`src/mfw_pkg.sv`:
```
// Package for the windowed median filter: field widths, register indexes,
// and the request, result and window tag types.
// No dependencies.
`default_nettype none

package mfw_pkg;

    localparam int PIX_BITS           = 8;
    localparam int ROW_BITS           = 12;
    localparam int COL_BITS           = 10;
    localparam int IMG_W_BITS         = 11;
    localparam int IMG_H_BITS         = 13;
    localparam int CFG_DATA_BITS      = 13;
    localparam int CFG_INDEX_BITS     = 1;
    localparam int MAX_HEIGHT         = 4096;
    localparam int RESET_IMAGE_WIDTH  = 256;
    localparam int RESET_IMAGE_HEIGHT = 256;

    localparam logic [CFG_INDEX_BITS-1:0] CFG_IMAGE_WIDTH  = 1'b0;
    localparam logic [CFG_INDEX_BITS-1:0] CFG_IMAGE_HEIGHT = 1'b1;

    typedef struct packed {
        logic [PIX_BITS-1:0] pixel_in;
        logic                frame_start;
    } mfw_pixel_t;

    typedef struct packed {
        logic [PIX_BITS-1:0] median_out;
        logic [ROW_BITS-1:0] out_row;
        logic [COL_BITS-1:0] out_col;
        logic                last_of_run;
        logic                frame_done;
    } mfw_result_t;

    typedef struct packed {
        logic [ROW_BITS-1:0] row;
        logic [COL_BITS-1:0] col;
        logic                last_of_run;
        logic                frame_done;
    } mfw_tag_t;

endpackage

`default_nettype wire

```
`src/mfw_median.sv`:
```
// Median unit: registers one window per cycle while take is high, ranks every
// element against the others, then selects the middle rank into the output register.
// Depends on mfw_pkg.
`default_nettype none

module mfw_median
    import mfw_pkg::*;
#(
    parameter int WINDOW = 3
)
(
    input  wire logic                                       clk,
    input  wire logic                                       rst_n,
    input  wire logic                                       issue,
    output logic                                            take,
    input  wire logic [WINDOW*WINDOW-1:0][PIX_BITS-1:0]     window,
    input  wire mfw_tag_t                                   tag,
    output logic                                            result_valid,
    input  wire logic                                       result_stall,
    output mfw_result_t                                     result
);

    localparam int AREA = WINDOW * WINDOW;
    localparam int RANK_BITS = $clog2(AREA);
    localparam logic [RANK_BITS-1:0] MID_RANK = RANK_BITS'(AREA / 2);

    logic                                 v1_reg;
    logic                                 v2_reg;
    logic                                 out_valid_reg;
    logic [AREA-1:0][PIX_BITS-1:0]        win1_reg;
    logic [AREA-1:0][PIX_BITS-1:0]        win2_reg;
    logic [AREA-1:0][RANK_BITS-1:0]       rank2_reg;
    logic [AREA-1:0][RANK_BITS-1:0]       rank_next;
    mfw_tag_t                             tag1_reg;
    mfw_tag_t                             tag2_reg;
    mfw_result_t                          out_reg;
    mfw_result_t                          out_next;
    logic [PIX_BITS-1:0]                  median_sel;

    assign take         = !out_valid_reg || !result_stall;
    assign result_valid = out_valid_reg;
    assign result       = out_reg;

    // rank: count smaller elements, break ties by position
    always_comb
    begin
        logic [AREA-1:0] below;
        below = '0;
        for (int i = 0; i < AREA; i++)
        begin
            for (int j = 0; j < AREA; j++)
            begin
                below[j] = (win1_reg[j] < win1_reg[i]) ||
                           ((j < i) && (win1_reg[j] == win1_reg[i]));
            end
            rank_next[i] = RANK_BITS'($countones(below));
        end
    end

    always_comb
    begin
        median_sel = '0;
        for (int i = 0; i < AREA; i++)
        begin
            if (rank2_reg[i] == MID_RANK)
            begin
                median_sel = median_sel | win2_reg[i];
            end
        end
        out_next.median_out  = median_sel;
        out_next.out_row     = tag2_reg.row;
        out_next.out_col     = tag2_reg.col;
        out_next.last_of_run = tag2_reg.last_of_run;
        out_next.frame_done  = tag2_reg.frame_done;
    end

    always_ff @(posedge clk or negedge rst_n)
    begin
        if (!rst_n)
        begin
            v1_reg        <= 1'b0;
            v2_reg        <= 1'b0;
            out_valid_reg <= 1'b0;
        end
        else if (take)
        begin
            v1_reg        <= issue;
            v2_reg        <= v1_reg;
            out_valid_reg <= v2_reg;
        end
    end

    always_ff @(posedge clk)
    begin
        if (take)
        begin
            win1_reg  <= window;
            tag1_reg  <= tag;
            win2_reg  <= win1_reg;
            rank2_reg <= rank_next;
            tag2_reg  <= tag1_reg;
            out_reg   <= out_next;
        end
    end

endmodule

`default_nettype wire

```
`config.mk`:
```
export PLATFORM = sky130hd
export DESIGN_NAME = mfw_median
export DESIGN_NICKNAME = d
export VERILOG_FILES = /design/src/mfw_pkg.sv /design/src/mfw_median.sv
export SDC_FILE = /design/constraint.sdc
export NUM_CORES = 1
export LEC_CHECK = 0
export ABC_CLOCK_PERIOD_IN_PS = 7900
export BUFFER_PORTS_ARGS = -buffer_cell sky130_fd_sc_hd__buf_2
export CORE_MARGIN = 2
export CORE_UTILIZATION = 44
export DETAILED_ROUTE_END_ITERATION = 10
export SYNTH_ARGS = -nofsm -noshare
export SYNTH_HDL_FRONTEND = slang
export SYNTH_SLANG_ARGS = --single-unit
```
`constraint.sdc`:
```
create_clock -name clk -period 7.9 [get_ports clk]
set_input_delay 0 -clock clk [delete_from_list [all_inputs] [get_ports clk]]
set_output_delay 0 -clock clk [all_outputs]
set_load 0.1 [all_outputs]
```
* Word-level counts from Yosys, hierarchy flattened
Index checks and enable logic that the tools add are counted.
Widths: inputs -> output; s select.
** Word-level totals
- ROM bits :: 0
- Bits in registers :: 263
- Latch bits :: 0
- Memories kept :: 0
- Memory bits (writable) :: 0
** Cells by class
- Div/mod/pow operators :: 0
- Order comparisons :: 81
- Bitwise logic cells :: 8
- Eq/ne operators :: 45
- $add $sub $neg :: 72
- Reduce and logical (&&, ||, !) cells :: 39
- Shifts and indexed selects :: 0
- Mux-type cells :: 9
- Multipliers :: 0
** Operator list (number)
- $lt 8x8->1 :: 81
- $eq 8x8->1 :: 36
- $add 1x1->2 :: 36
- $mux 8 :: 9
- $or 8x8->8 :: 8
- $add 2x2->3 :: 16
- $logic_or 1x1->1 :: 37
- $add 4x1->4 :: 9
- $eq 4x3->1 const B :: 9
- $add 3x3->4 :: 8
- $add 4x4->4 :: 2
- $add 2x4->4 :: 1
- $logic_not 1->1 :: 2

* Depth between registers and ports, before layout
Gate-level depths: netlist (run 1).
- Depth after elaboration :: 18
- Mapped depth :: 17
- Gate-level depth less buffers :: 17

* Worst setup path before layout (run 1)
No wires, ideal clock.
- Path type :: register -> register
- Start :: reg out_valid_reg, in the netlist result_valid
- End :: reg tag2_reg, in the netlist out_next[0], enable pin
- Path buffers :: 0
- Setup slack :: -0.362 ns
- Arrival time :: 6.040 ns
- Period minus slack after synthesis :: 8.262 ns
- Setup time :: 2.223 ns
- Cell stages (with the launch flop) :: 2
- Path through :: dfrtp_1 > nand2_1
** On the way
- Cells in the longest elaborated chain, start to end :: 2
** RTL lines
- start: declaration :: line mfw_median.sv:29 : logic out_valid_reg;
- start signal: assignment :: line mfw_median.sv:89 : out_valid_reg <= v2_reg;
- $logic_not 1->1 :: line mfw_median.sv:40 : assign take = !out_valid_reg || !result_stall;
- $logic_or 1x1->1 :: line mfw_median.sv:40
- named net take :: line mfw_median.sv:15 : output logic take,
- end signal: assignment :: line mfw_median.sv:101 : tag2_reg <= tag1_reg;
- end: declaration :: line mfw_median.sv:35 : mfw_tag_t tag2_reg;
The timed path passes the listed nets, and every way through them passes these cells.
A chain may end at the register's enable or synchronous reset.

==> impl_metrics.yaml, run 1 <==
timing:
  min_period_ns: 4.89
  tns_ns: 0
  slew_headroom_pct: 17.6
  rsz0062_at_grt: "no"
  period_share_pct: 61.9
  setup_viol: 0
  worst_slew_pin_slew_ns: 1.23
  max_freq_mhz: 205
  drv_slew: 0
  hold_viol_final: 0
  skew_ns: 0.0193
synth:
  synth_area_um2: 16500
  synth_edf_count: 260
  synth_cells: 1275
  synthTopCellsByArea: "edfxtp_1 47%, ha_1 24%, fa_1 4.4%"
  yosysSeqAreaShare_pct: 47.9
  avgSynthCellArea_um2: 12.9
  synthArstFlopShare_pct: 1.14
  ys_types: 36
  ys_ff_latch: 263
  syn_nets: 1732
  yosysTopAreaCell: "edfxtp_1"
  yosysWarnings: 0
  yosysTopAreaCellShare_pct: 47.4
  synthFlopType: "edfxtp_1"
worst_setup_path:
  critPathSlowestCell: "o21ai_0"
  cpPeakStageDelay_ns: 0.65
  crit_type: "reg -> reg"
  path_common_cell: "fa_1"
  rr_worst_depth: 15
  cp-end-kind: "register"
  crit_chain: "inv_1, ha_1, nor2b_1, o21a_1, o21ai_0, a21oi_1, o21ai_0, fa_1, inv_1, fa_1, inv_1, ha_1, fa_1, fa_1, xor2_1"
  worstSetupStartpointType: "register"
  critPathMaxFanout: 7
  cp.required_ns: 8.21
  critPathArrivalTime_ns: 5.20
die:
  initial_core_util_pct: 44.9
  die_y_um: 197
  ios: 134
  die_x_um: 197
  rows: 70
  core-area_um2: 36700
  dieArea_um2: 39000
detailed_routing:
  wirelength_um: 47300
  vias_per_cell: 5.59
  dr.pass1.iters: 5
  vias: 11400
  drt_iter0_drc: 878
  ant_nets: 0
  wl_per_cell_um: 23.3
  drc: 0
cts:
  cts_buffers: 30
  root_buffer: "clkbuf_16"
  worst_skew_pair.late_latency_ns: 0.57
  h-tree-depth: 1
  cts.sinks: 263
  cts_tree: "yes"
  clkTransAtPathRegs_ns: 0.06
  clock_tree.buffer_depth: 3
  cts_resized: 0
global_routing:
  grt_pass1_wl_um: 70200
  grt_pass1_vias: 11400
  grt_use_total_pct: 24.7
  grt_max_degree: 155
  grt_remaining_overflow: 0
  antenna_found_initial: 0
power_and_ir_drop:
  max-vdd-ir-drop_mv: 0.231
  cellLeakagePower_nw: 8.77
  powerDensity_nw_per_um2: 341
finish:
  fill_cells: 3054
  final_cell_mix: "321 x ha_1, 260 x edfxtp_1, 138 x inv_1, 133 x buf_2, 101 x a21oi_1"
  fin_area_um2: 19800
  final_nets: 1997
  drive_gt1_share_pct: 13.5
  diodes: 0
  layout_commonest_cell: "ha_1"
  syn_to_final_growth_pct: 20.5
placed_design:
  globalplace.congestion: 0.918
  dpl.hpwl_um: 34400
  placedInstanceArea_um2: 17800
  portBuffers: 133
worst_hold_path:
  hold_depth: 2
  hp-class: "in -> reg"
job:
  max-cap-violations: 0
status:
  status: "complete, no violations"
## worst max-delay path, delay by kind of cell (launching register included)
kind	cells	cell delay (ns)
DFF	1	0.44
buffers and inverters	3	0.47
AOI/OAI and AO/OA	4	1.05
xor gates and xnor gates	1	0.17
and+or+nand+nor	1	0.13
adders and majority gates	6	2.36
## timing repair
item / in CTS / in global routing
endpoints found under the setup margin: 0 / 0
endpoints found under the hold margin: 100 / 0
setup buffers: 0 / 0
hold buffers: 99 / 0
## power breakdown
| group | internal [mW] | leakage (nW) | switching, mW |
|---|---|---|---|
| logic | 1.08 | 5.58 | 1.83 |
| clock network | 0.947 | 0.530 | 0.585 |
| registers | 2.07 | 2.66 | 0.259 |
## metal layers
metal / wire length (um) / global-route usage (%) / part of all wire [%]
met2: 20700 / 38.4 / 44
met4: 1480 / 7.80 / 3.1
met5: 0 / 0 / 0
met3: 3480 / 4.35 / 7.4
met1: 21600 / 35.2 / 46
## cells by family after synthesis
group,share of synthesized area (%)
and+or+nand+nor,7.67
adders and majority gates,28.8
AOI/OAI and AO/OA,11.9
DFF,47.9
buffers and inverters,3.15
muxes,0.258
xor gates and xnor gates,0.426
## final timing paths
kind	start	end	slack, ns
max in group asynchronous	rst_n	result_valid$_DFFE_PN0P_	7.46
hold / removal	window[54]	win1_reg[54]$_DFFE_PP_	0.13
hold reg to reg	out_next[11]$_DFFE_PP_	result[11]$_DFFE_PP_	0.42
setup / recovery	win1_reg[49]$_DFFE_PP_	rank2_reg[26]$_DFFE_PP_	3.01
setup reg to reg	win1_reg[49]$_DFFE_PP_	rank2_reg[26]$_DFFE_PP_	3.01
min in group asynchronous	rst_n	v1_reg$_DFFE_PN0P_	0.30
## cell usage after synthesis (6+ instances only)
master	n
ha_1	321
edfxtp_1	260
inv_1	138
a21oi_1	101
o21ai_0	56
nand4_1	52
o21a_1	42
nor2b_1	38
fa_1	36
nand2_1	34
a21o_1	31
nor2_1	24
nand3_1	18
or2_2	13
a211oi_1	12
o21bai_1	11
a221oi_1	9
nor4b_4	9
a222oi_1	8
a22o_1	8
a22oi_1	8
and3_1	7
nand2b_1	6
## cell type report
cell class                 instances  area (um2)  share of cell area, %
tap                              468         586                   2.95
sequential                       263        7880                   39.7
clock buffer                      33         783                   3.95
multi-input combinational        874        8080                   40.7
clock inverter                    23         312                   1.57
inverter                         138         518                   2.61
timing repair buffer             233        1680                   8.45
## per-stage QoR
stage	utilization (%)	hold slack, ns	instances	power [mW]	setup WS, ns
final	54.1	0.128	2032	6.77	3.01
after global routing	54.1	0.115	2032	7.26	2.78
after CTS	54.1	0.110	2032	6.80	2.92
after detailed placement	48.4	-0.200	1877	5.21	2.93
after global placement	48.4	-0.203	1877	5.10	3.02
after floorplan	-	-0.296	1275	4.36	2.63
No activity file was read; power rests on OpenSTA's default activity.
==> inputs of run 2 (changes only) <==
ABC_CLOCK_PERIOD_IN_PS = 3900   (was 7900)
clock period = 3.9 ns   (was 7.9 ns; I/O delays follow)
==> run 2 against run 1 <==
- the run now ends with setup timing left
- worst hold slack better by 0.0034 ns
- non-clock buffer count up 297
- sequential share of layout area down 5.2 points
- clock-buffer cell count unchanged
- maximum frequency up 16%
- critical path type unchanged
==> impl_metrics.yaml, run 2 (synthesis gave the netlist of run 1 again) <==
global_routing:
  grt_pass1_wl_um: 78000
  antenna_found_initial: 0
  grt_remaining_overflow: 0
  grt_use_total_pct: 27.3
  grt_max_degree: 89
  grt_pass1_vias: 13300
finish:
  fill_cells: 2844
  fin_area_um2: 22800
  final_cell_mix: "289 x ha_1, 264 x buf_4, 260 x edfxtp_1, 133 x buf_2, 100 x inv_1"
  diodes: 0
  utilization_pct: 62.2
  final_nets: 2293
  drive_gt1_share_pct: 34.6
  syn_to_final_growth_pct: 38.7
  layout_commonest_cell: "ha_1"
  layout.cells.non_filler: 2327
detailed_routing:
  wirelength_um: 52600
  ant_nets: 0
  dr.pass1.iters: 6
  wl_per_cell_um: 22.6
  vias_per_cell: 5.46
  drt_iter0_drc: 896
  drc: 0
  vias: 12700
cts:
  worst_skew_pair.late_latency_ns: 0.57
  h-tree-depth: 1
  cts_buffers: 29
  root_buffer: "clkbuf_16"
  cts_tree: "yes"
  clkTransAtPathRegs_ns: 0.06
  cts.sinks: 263
  clock_tree.buffer_depth: 3
placed_design:
  portBuffers: 133
  dpl.hpwl_um: 39700
  dpl_worst_slack_ns: -0.450
  placedInstanceArea_um2: 19600
  globalplace.congestion: 0.912
  placedCellCount: 2106
power_and_ir_drop:
  pwr-share-seq_pct: 29.9
  max-vdd-ir-drop_mv: 0.474
  clockPowerShare_pct: 18.4
  p_comb_share_pct: 51.7
  power_mw: 15.1
  swShare_pct: 39.2
  p_int_mw: 9.17
  switchingPower_mw: 5.91
  powerDensity_nw_per_um2: 661
  cellLeakagePower_nw: 10.2
timing:
  hold_viol_final: 0
  drv_slew: 0
  period_share_pct: 108
  min_period_ns: 4.20
  skew_ns: 0.0121
  worst_slew_pin_slew_ns: 0.999
  slew_headroom_pct: 33.1
  setup_ws_ns: -0.302
  setup_viol: 21
  rsz0062_at_grt: "yes"
  max_freq_mhz: 238
worst_setup_path:
  crit_chain: "buf_6, buf_6, ha_4, nor2b_4, o21ai_2, nand2_1, a221oi_2, a41o_1, fa_1, inv_1, fa_1, inv_2, fa_2, ha_4, inv_2, fa_2, inv_1"
  critPathArrivalTime_ns: 4.53
  cp.required_ns: 4.23
  crit_type: "reg -> reg"
  crit_buf_inv: 6
  cp-end-kind: "register"
  worstSetupStartpointType: "register"
  crit_family: "adder cells"
  critPathMaxFanout: 5
  cpPeakStageDelay_ns: 0.56
  critPathSlowestCell: "fa_2"
job:
  max-cap-violations: 0
worst_hold_path:
  hp-class: "in -> reg"
die:
  die_y_um: 197
  die_x_um: 197
  initial_core_util_pct: 44.9
  dieArea_um2: 39000
  rows: 70
  ios: 134
  core-area_um2: 36700
status:
  status: "complete, but fails checks"
  violations: "setup timing"
## run 2: cell types whose count changed in the layout (fill, tap and decap cells not counted), sizes merged
cell      delta
inv          -6
bufinv       -3
buf        +297
clkinvlp     +7
## run 2: path summary, 6_finish.rpt
| check | from | slack (ns) | cells after the start | endpoint |
|---|---|---|---|---|
| max | win1_reg[1]$_DFFE_PP_ | -0.30 | 17 | rank2_reg[17]$_DFFE_PP_ |
| min reg2reg | out_next[11]$_DFFE_PP_ | 0.42 | 0 | result[11]$_DFFE_PP_ |
| min | window[2] | 0.13 | 2 | win1_reg[2]$_DFFE_PP_ |
| min in group asynchronous | rst_n | 0.30 | 3 | v1_reg$_DFFE_PN0P_ |
| max reg2reg | win1_reg[1]$_DFFE_PP_ | -0.30 | 17 | rank2_reg[17]$_DFFE_PP_ |
| max in group asynchronous | rst_n | 3.45 | 3 | v2_reg$_DFFE_PN0P_ |
## run 2: timing repair
action | CTS | global route
pin swaps | 61 | 40
endpoints found under the setup margin | 28 | 27
endpoints found under the hold margin | 100 | 0
resized for setup | 91 | 91
hold buffers | 99 | 0
setup buffers | 57 | 16
## run 2: worst reg2reg max path, stage by stage, from the launching register on
cell	delay [ns]
edfxtp_1	0.38
buf_6	0.15
buf_6	0.13
ha_4	0.26
nor2b_4	0.15
o21ai_2	0.07
nand2_1	0.09
a221oi_2	0.07
a41o_1	0.23
fa_1	0.53
inv_1	0.07
fa_1	0.51
inv_2	0.05
fa_2	0.56
ha_4	0.15
inv_2	0.03
fa_2	0.51
inv_1	0.04
## run 2: final cells by class
| class | instances | area (um2) | area share [%] |
|---|---|---|---|
| clock buffer | 33 | 741 | 3.24 |
| clock inverter | 21 | 218 | 0.954 |
| inverter | 138 | 531 | 2.32 |
| multi-input combinational | 874 | 8750 | 38.3 |
| sequential | 263 | 7880 | 34.5 |
| tap | 468 | 586 | 2.57 |
| timing repair buffer | 530 | 4120 | 18.0 |
## run 2: power groups by stage
| stage | Combinational (mW) | Sequential (mW) | Clock [mW] |
|---|---|---|---|
| detailed placement | 6.60 | 4.57 | 0 |
| CTS | 7.29 | 4.51 | 2.83 |
| floorplan | 3.52 | 5.32 | 0 |
| global placement | 6.37 | 4.55 | 0 |
| global route | 8.64 | 4.57 | 2.94 |
| finish | 7.80 | 4.51 | 2.78 |
## run 2: per-stage QoR
stage,TNS [ns],hold WS (ns)
3_3_place_gp,-5.38,-0.202
2_1_floorplan,-0.124,-0.296
3_5_place_dp,-6.65,-0.201
5_1_grt,-6.50,0.115
4_1_cts,-2.91,0.106
6_report,-3.75,0.132
## run 2: per-layer routing
layer | vias up | share of wire (%) | track usage [%]
met5 | - | 0 | 0
met4 | 0 | 4.2 | 10.1
met3 | 115 | 6.1 | 3.77
met2 | 410 | 46 | 45.3
met1 | 6175 | 43 | 36.5
li1 | 6006 | - | -
==> inputs of run 3 (changes only) <==
==> constraint.sdc (replaced) <==
create_clock -name clk -period 3.9 [get_ports clk]
set_input_delay 0.78 -clock clk [delete_from_list [all_inputs] [get_ports clk]]
set_output_delay 0.78 -clock clk [all_outputs]
set_load 0.1 [all_outputs]
==> run 3 against run 2 <==
- the run still ends with setup timing left
- setup slack hardly changed
- critical path depth stayed put
- sequential cell count unchanged
- clock skew rose by 0.0030 ns
- maximum frequency hardly changed
- non-clock buffer count shrank 122
- largest cell class unchanged
- cell area is 4.3% lower
- via count is 3.3% lower
- combinational power shrank 4.2%
==> impl_metrics.yaml, run 3 (synthesis gave the netlist of run 1 again) <==
detailed_routing:
  wirelength_um: 51600
  vias: 12300
  drc: 0
  wl_per_cell_um: 23.4
  vias_per_cell: 5.57
  ant_nets: 0
  drt_iter0_drc: 814
  dr.pass1.iters: 5
worst_setup_path:
  critPathSlowestCell: "fa_1"
  crit_family: "adder cells"
  critPathArrivalTime_ns: 4.53
  crit_type: "reg -> reg"
  cp-end-kind: "register"
  cp.required_ns: 4.23
  path_common_cell: "inv_2"
  cpPeakStageDelay_ns: 0.58
  worstSetupStartpointType: "register"
  crit_buf_inv: 6
  critPathMaxFanout: 3
  crit_chain: "inv_2, buf_12, ha_4, and3_4, o21ai_1, nand2_1, a221oi_2, a41o_1, fa_1, inv_2, fa_1, inv_2, fa_1, ha_2, inv_2, fa_2, inv_1"
cts:
  clock_tree.buffer_depth: 3
  cts_tree: "yes"
  cts_buffers: 31
  worst_skew_pair.late_latency_ns: 0.58
  clkTransAtPathRegs_ns: 0.07
  h-tree-depth: 1
  cts.sinks: 263
  root_buffer: "clkbuf_16"
finish:
  layout.cells.non_filler: 2208
  diodes: 0
  final_cell_mix: "284 x ha_1, 260 x edfxtp_1, 233 x buf_4, 133 x buf_2, 105 x inv_1"
  drive_gt1_share_pct: 35.1
  syn_to_final_growth_pct: 32.7
  multi_input_area_um2: 8740
  fill_cells: 2989
  final_nets: 2173
  layout_commonest_cell: "ha_1"
  utilization_pct: 59.5
  regArea_um2: 7880
timing:
  fin_hold_ws_ns: 0.365
  worst_slew_pin_slew_ns: 1.00
  slew_headroom_pct: 32.7
  min_period_ns: 4.20
  drv_slew: 0
  tns_ns: -3.23
  period_share_pct: 108
  hold_viol_final: 0
  setup_ws_ns: -0.301
  setup_viol: 19
  max_freq_mhz: 238
  skew_ns: 0.0152
  rsz0062_at_grt: "yes"
placed_design:
  portBuffers: 133
  placedCellCount: 2094
  globalplace.congestion: 0.920
  dpl.hpwl_um: 39900
die:
  die_x_um: 197
  die_y_um: 197
  dieArea_um2: 39000
  core-area_um2: 36700
  ios: 134
  rows: 70
  initial_core_util_pct: 44.9
global_routing:
  grt_max_degree: 175
  grt_remaining_overflow: 0
  grt_use_total_pct: 26.5
  antenna_found_initial: 3
  grt_pass1_vias: 12600
  grt_pass1_wl_um: 75600
worst_hold_path:
  hp-class: "in -> reg"
power_and_ir_drop:
  cellLeakagePower_nw: 9.73
  powerDensity_nw_per_um2: 692
  max-vdd-ir-drop_mv: 0.551
status:
  violations: "setup timing"
  status: "complete, but fails checks"
job:
  max-cap-violations: 0
==> run 3: cell type report <==
cell class / instances / area share [%]
well taps: 468 / 2.68
clock buffers: 36 / 3.64
repair buffers: 408 / 13.7
flip-flops and latches: 263 / 36.1
multi-input cells: 874 / 40.0
clock inverters: 21 / 1.43
inverters: 138 / 2.42
==> run 3: per-stage QoR <==
stage	instance area [um2]	total power, mW	worst slack, ns
floorplan	16500	8.83	-0.0901
global placement	19600	10.9	-0.340
detailed placement	19600	11.2	-0.368
CTS	21400	14.8	-0.253
global route	21800	16.1	-0.382
finish	21800	15.1	-0.301
==> run 3: worst paths after layout <==
path | from | to | slack, ns | depth (start not counted)
max | win1_reg[36]$_DFFE_PP_ | rank2_reg[17]$_DFFE_PP_ | -0.30 | 17
min | window[40] | win1_reg[40]$_DFFE_PP_ | 0.37 | 1
max reg2reg | win1_reg[36]$_DFFE_PP_ | rank2_reg[17]$_DFFE_PP_ | -0.30 | 17
min reg2reg | out_next[9]$_DFFE_PP_ | result[9]$_DFFE_PP_ | 0.41 | 0
max in group asynchronous | rst_n | v2_reg$_DFFE_PN0P_ | 3.27 | 2
min in group asynchronous | rst_n | result_valid$_DFFE_PN0P_ | 0.53 | 2
==> run 3: metal layers <==
| layer | vias to the layer above | track usage, % | wire length (um) |
|---|---|---|---|
| met5 | - | 0 | 0 |
| met4 | 0 | 8.63 | 2010 |
| met3 | 94 | 3.18 | 2670 |
| met2 | 359 | 44.8 | 24400 |
| met1 | 6060 | 35.6 | 22600 |
| li1 | 5775 | - | - |
==> run 3: repair_timing <==
action,in CTS,in global routing
gates cloned,0,0
setup buffers,36,21
pin swaps,60,48
hold buffers,1,0
endpoints found under the setup margin,24,25
resized for setup,109,52
hold endpoints to repair,3,0
==> run 3: power by group <==
| group | internal (mW) | switching [mW] | total [mW] |
|---|---|---|---|
| Sequential | 4.20 | 0.308 | 4.51 |
| Combinational | 3.13 | 4.34 | 7.47 |
| Clock | 1.93 | 1.21 | 3.15 |
| Total | 9.27 | 5.86 | 15.1 |
